--- config.mk ---
export PLATFORM = sky130hd
export DESIGN_NAME = mmms_ctrl
export DESIGN_NICKNAME = d
export VERILOG_FILES = /design/src/rtl/core/mmms_pkg.sv /design/src/rtl/core/mmms_ctrl.sv
export SDC_FILE = /design/constraint.sdc
export NUM_CORES = 1
export LEC_CHECK = 0
export BUFFER_PORTS_ARGS = -buffer_cell sky130_fd_sc_hd__buf_2
export CAP_MARGIN = 20
export CORE_AREA = 2 2 39 41
export CTS_CLUSTER_SIZE = 28
export DETAILED_ROUTE_END_ITERATION = 8
export DIE_AREA = 0 0 41 43
export GPL_TIMING_DRIVEN = 1
export PLACE_DENSITY_LB_ADDON = 0.2
export SYNTH_ARGS = -nofsm -noshare
export SYNTH_HDL_FRONTEND = slang
export SYNTH_SLANG_ARGS = --single-unit
--- constraint.sdc ---
create_clock -name clk -period 1.3 [get_ports clk]
set_input_delay 0.065 -clock clk [delete_from_list [all_inputs] [get_ports clk]]
set_output_delay 0.065 -clock clk [all_outputs]
set_load 0.05 [all_outputs]
--- src/rtl/core/mmms_pkg.sv ---
package mmms_pkg;

  typedef struct packed {
    logic signed [23:0] sample;
    logic               final_sample;
  } in_item_t;

  typedef struct packed {
    logic signed [23:0] minimum;
    logic signed [23:0] maximum;
    logic signed [23:0] average;
    logic        [23:0] deviation;
    logic               overflowed;
  } out_item_t;

  typedef enum logic [2:0] {
    ST_LOAD,
    ST_DIV,
    ST_MEAN,
    ST_SQUARE,
    ST_VAR,
    ST_ROOT,
    ST_OUT
  } state_t;

  typedef struct packed {
    logic load;       // take in accepted sample
    logic div_start;  // start a divide (mean or variance)
    logic sq_start;   // start square pass
    logic var_sel;    // divide selects square sum
    logic root_start;
    logic finish;     // latch result and clear set
  } cmd_t;

  typedef struct packed {
    logic div_done;
    logic sq_done;
    logic root_done;
    logic last_seen;
  } stat_t;

  localparam logic signed [23:0] MostPositive = 24'sh7FFFFF;
  localparam logic signed [23:0] MostNegative = 24'sh800000;

endpackage

--- src/rtl/core/mmms_ctrl.sv ---
module mmms_ctrl (
  input  logic           clk,
  input  logic           rst,
  input  logic           in_valid,
  output logic           in_stall,
  output logic           out_valid,
  input  logic           out_stall,
  input  mmms_pkg::stat_t stat,
  output mmms_pkg::cmd_t  cmd
);

  mmms_pkg::state_t state, state_next;

  always_ff @(posedge clk) begin
    if (rst) begin
      state <= mmms_pkg::ST_LOAD;
    end else begin
      state <= state_next;
    end
  end

  always_comb begin
    state_next = state;
    cmd        = '0;
    in_stall   = 1'b1;
    out_valid  = 1'b0;
    unique case (state)
      mmms_pkg::ST_LOAD: begin
        in_stall = 1'b0;
        if (in_valid) begin
          cmd.load = 1'b1;
          if (stat.last_seen) begin
            state_next = mmms_pkg::ST_DIV;
          end
        end
      end
      // count and sum include the final request from here on, unless it was dropped
      mmms_pkg::ST_DIV: begin
        cmd.div_start = 1'b1;
        state_next    = mmms_pkg::ST_MEAN;
      end
      mmms_pkg::ST_MEAN: begin
        if (stat.div_done) begin
          cmd.sq_start = 1'b1;
          state_next   = mmms_pkg::ST_SQUARE;
        end
      end
      mmms_pkg::ST_SQUARE: begin
        if (stat.sq_done) begin
          cmd.div_start = 1'b1;
          cmd.var_sel   = 1'b1;
          state_next    = mmms_pkg::ST_VAR;
        end
      end
      mmms_pkg::ST_VAR: begin
        cmd.var_sel = 1'b1;
        if (stat.div_done) begin
          cmd.root_start = 1'b1;
          state_next     = mmms_pkg::ST_ROOT;
        end
      end
      mmms_pkg::ST_ROOT: begin
        if (stat.root_done) begin
          cmd.finish = 1'b1;
          state_next = mmms_pkg::ST_OUT;
        end
      end
      mmms_pkg::ST_OUT: begin
        out_valid = 1'b1;
        if (!out_stall) begin
          state_next = mmms_pkg::ST_LOAD;
        end
      end
      default: state_next = mmms_pkg::ST_LOAD;
    endcase
  end

endmodule

**Word level (Yosys, flattened, before mapping)**

Cells that the tools add are included.

- Flip-flop bits (word level): 3
- Input port bits: 8
- Output and inout port bits: 8
- Word-level logic and storage cells: 36

- Equal/unequal tests: 13
- Mux-type cells: 20
- Reductions and logical operators: 2

Operator list:

| operator | number |
|---|---|
| 3-bit two-way mux | 7 |
| 3-bit one-hot mux with 7 select lines | 1 |
| 2-bit != test (second input constant) | 7 |
| 1-bit two-way mux | 10 |
| 3-bit == test (second input constant) | 3 |
| 7-bit AND reduction | 1 |
| 3-bit by 2-bit == test with 1-bit output (second input constant) | 2 |
| 1-bit one-hot mux with 2 select lines | 2 |
| 3-bit by 1-bit == test with 1-bit output (second input constant) | 1 |
| 3-bit zero test | 1 |

**Depth between registers and ports, before layout**

- Depth in word-level cells: 3
- Gate-level depth with buffers: 4
- Depth with buffers taken out: 3

**Least setup slack after synthesis**

Ideal clock, no wire load.

- Path type: register -> output
- Start point: register state[0]
- End point: output port cmd[3] (netlist name)
- Arrival: 1,288 ps
- Data required time: 1,235 ps
- Path slack: -53 ps
- Cell stages (with the launch flop): 4
- Path buffers: 1
- Cells stage by stage: dfxtp_1 buf_4 nand2b_1 nor2_1

RTL lines:

| element | line | source |
|---|---|---|
| from (decl) | mmms_ctrl.sv:12 | `mmms_pkg::state_t state, state_next;` |
| from (signal assigned) | mmms_ctrl.sv:16 | `state <= mmms_pkg::ST_LOAD;` |
| from (signal assigned) | mmms_ctrl.sv:18 | `state <= state_next;` |
| to (decl) | mmms_ctrl.sv:9 | `output mmms_pkg::cmd_t cmd` |

==> summary.md <==
| Metric | Value |
|---|---|
| Status | finished clean |
| Setup ws final | 82.1 ps |
| Register area share after synthesis | 22.3% |
| Initial core utilization | 19.4% |
| TritonCTS buffer count | 3 |
| Seq cells post-synth | 3 |
| Share of layout cells above drive strength 1 | 50.0% |
| Post-layout net count | 67 |
| Hold WC Path Type | primary input to flip-flop |
| Worst-margin pin slew | 248 ps |
| Leading register cell type out of synthesis | dfxtp_1 |
| Detail Route Antenna Nets | 0 |
| Critical path class | flip-flop to output port |
| Slew HR | 83.5% |
| Core area | 1380 um^2 |
| Critical Path Start Type | flip-flop |
| DRT Pass-1 Iters | 2 |
| Layout area overhead | 62.8% |
| Clk sinks | 3 |
| Placer congestion estimate | 0.683 |
| Biggest regs | state x3 |
| Peak VDD IR | 0.396 mV |
| GR Overflow Total | 0 |
| Total track usage | 9.83% |
| Post-Synthesis Cells | 37 |
| Peak Freq | 821 MHz |
| H-tree Lvls | 1 |
| Worst EP arrival | 1150 ps |
| Post-synth EDFFs | 0 |
| Dpl cell area | 372 um^2 |
| Pwr Density | 1020 nW/um^2 |
| Post-DP HPWL | 559 um |
| Site row count | 14 |
| Synthesized area | 269 um^2 |
| Worst-skew pair later-pin latency | 230 ps |
| Vias per cell | 4.32 |
| Pint | 0.000284 W |
| Synthesized area per cell | 7.27 um^2 |
| Final setup violation count | 0 |
| Residual DRC | 0 |
| Clock transition at path regs | 40 ps |
| Final hold violation count | 0 |
| Number of max-cap violations | 0 |
| First-pass GRT wire length | 1190 um |
| Yosys Warn Count | 0 |
| Die Ht | 43 um |
| Max Slew Vio Count | 0 |
| Vias in the first global route | 307 |
| Final Cell Area | 438 um^2 |
| I/O pins | 16 |
| Die Wd | 41 um |
| CTS tree | built |
| Port bufs | 15 |
| Area leader, netlist | dfxtp_1 |
| Largest register FFs | 3 |
| Sequential share of power | 25.4% |
| Avg WL per Cell | 9.91 um |
| Period utilization | 93.7% |
| Die area | 1760 um^2 |
| Total Wirelength | 733 um |
| Largest net degree at the start of global routing | 9 |
| Top-count cell post-synth | nor2_1 |
| Register name with the most flops | state |
| Sw Ratio | 36.2% |
| Crit path capture type | output port |
| CP max FO | 6 |
| FFs w/ async S/R, synth | 0% |
| Yosys cell types | 20 |
| Antenna diodes | 0 |
| Initial drt markers | 4 |
| RSZ-0062 raised after global routing | false |
| Synth area leaders | dfxtp_1 (22%), nor2_1 (9.8%), nand2b_1 (9.3%), nand2_1 (7.0%), mux2_4 (5.6%) |
| Via count | 320 |
| Clk pwr share | 35.9% |
| Combinational fraction of design power | 38.7% |
| Pre-CTS WS | 88.6 ps |
| Synth top area share | 22.3% |
| Worst Hold Depth | 2 |
| Clk buf depth | 2 |
| Pleak | 0.214 nW |
| Clk Tree Root Cell | clkbuf_4 |
| Syn_nets | 45 |
| Worst R2R Path Depth | 4 |
| Min Clock Period, post-route | 1220 ps |
| Switching power | 0.000161 W |
| Initial antenna violation count | 0 |
| CP required | 1240 ps |
| Top cells by count, synth | nor2_1 (7), nand2_1 (5), nand2b_1 (4) |
| Final Skew | 1.20 ps |
[metal layers]
metal | vias up | global-route usage (%) | share of wire, %
met5 | - | 0 | 0
met4 | 0 | 6.00 | 0
met3 | 0 | 2.09 | 6.0
met2 | 12 | 14.7 | 45
met1 | 136 | 12.2 | 49
li1 | 172 | - | -
[worst max-delay path, cell delays in order, from the launching register on]
cell and delay, ps:
dfxtp_4 350, buf_4 150, nand2b_4 130, nor2_1 90, buf_4 200
[path summary, 6_finish.rpt]
path                                from  slack [ps]  endpoint
worst max-delay path            state[0]          80    cmd[3]
worst min-delay path                 rst          50  state[1]
worst max register to register  state[0]         100  state[0]
worst min register to register  state[1]         560  state[2]
[stage by stage]
| stage | util, % | TNS [ps] | total power [W] | instances | hold slack, ps |
|---|---|---|---|---|---|
| 3_5_place_dp | 26.9 | 0 | 0.000271 | 69 | 295 |
| 5_1_grt | 31.6 | 0 | 0.000474 | 74 | 61.2 |
| 2_1_floorplan | - | -91.5 | 0.000228 | 37 | 134 |
| 4_1_cts | 29.7 | 0 | 0.000444 | 73 | 54.5 |
| 6_report | 31.6 | 0 | 0.000446 | 74 | 52.8 |
| 3_3_place_gp | 26.9 | 0 | 0.000272 | 69 | 295 |
[power by group through the flow]
stage	combinational (W)	sequential, W	clock (W)
after floorplan	0.000120	0.000108	0
after global placement	0.000157	0.000115	0
after detailed placement	0.000157	0.000114	0
after CTS	0.000163	0.000114	0.000168
after global routing	0.000184	0.000116	0.000175
final	0.000173	0.000113	0.000160
[cell type report]
cell class | instances | area, um^2
inverters | 2 | 7.51
repair buffers | 18 | 114
clock buffers | 4 | 26.3
fillers | 155 | 946
well taps | 16 | 20.0
flip-flops and latches | 3 | 66.3
multi-input cells | 31 | 204
[placed cells by master (no fill, tap or decap)]
cell       n
nand3_1    1
nor2_1     6
mux2_4     1
inv_1      2
a21oi_1    2
clkbuf_1   1
dfxtp_4    1
a211o_1    1
mux2_1     1
mux2i_1    1
nand2_1    5
nor3_1     1
buf_2     10
nor2_2     1
nand4_1    1
dfxtp_2    2
nor4_2     1
nand2b_1   3
o21ai_0    1
and3_1     1
clkbuf_4   4
o211a_1    1
nand2b_4   1
nor2b_1    1
buf_4      6
o22ai_2    1
buf_6      1
[what timing repair did]
item / 4_1_cts / 5_1_grt
resized for setup: 6 / 6
setup buffers: 0 / 1
endpoints found under the hold margin: 0 / 0
endpoints found under the setup margin: 5 / 8
pin swaps: 0 / 1
hold buffers: 0 / 0
[cell families (layout without fill, tap and decap cells)]
kind of cell | after synthesis | count (layout) | share of synthesized area (%)
and+or+nand+nor | 22 | 22 | 41.4
DFF | 3 | 3 | 22.3
muxes | 3 | 3 | 13.5
AOI/OAI and AO/OA | 6 | 6 | 17.2
buffers and inverters | 3 | 24 | 5.58
No activity file was read; power rests on OpenSTA's default activity.
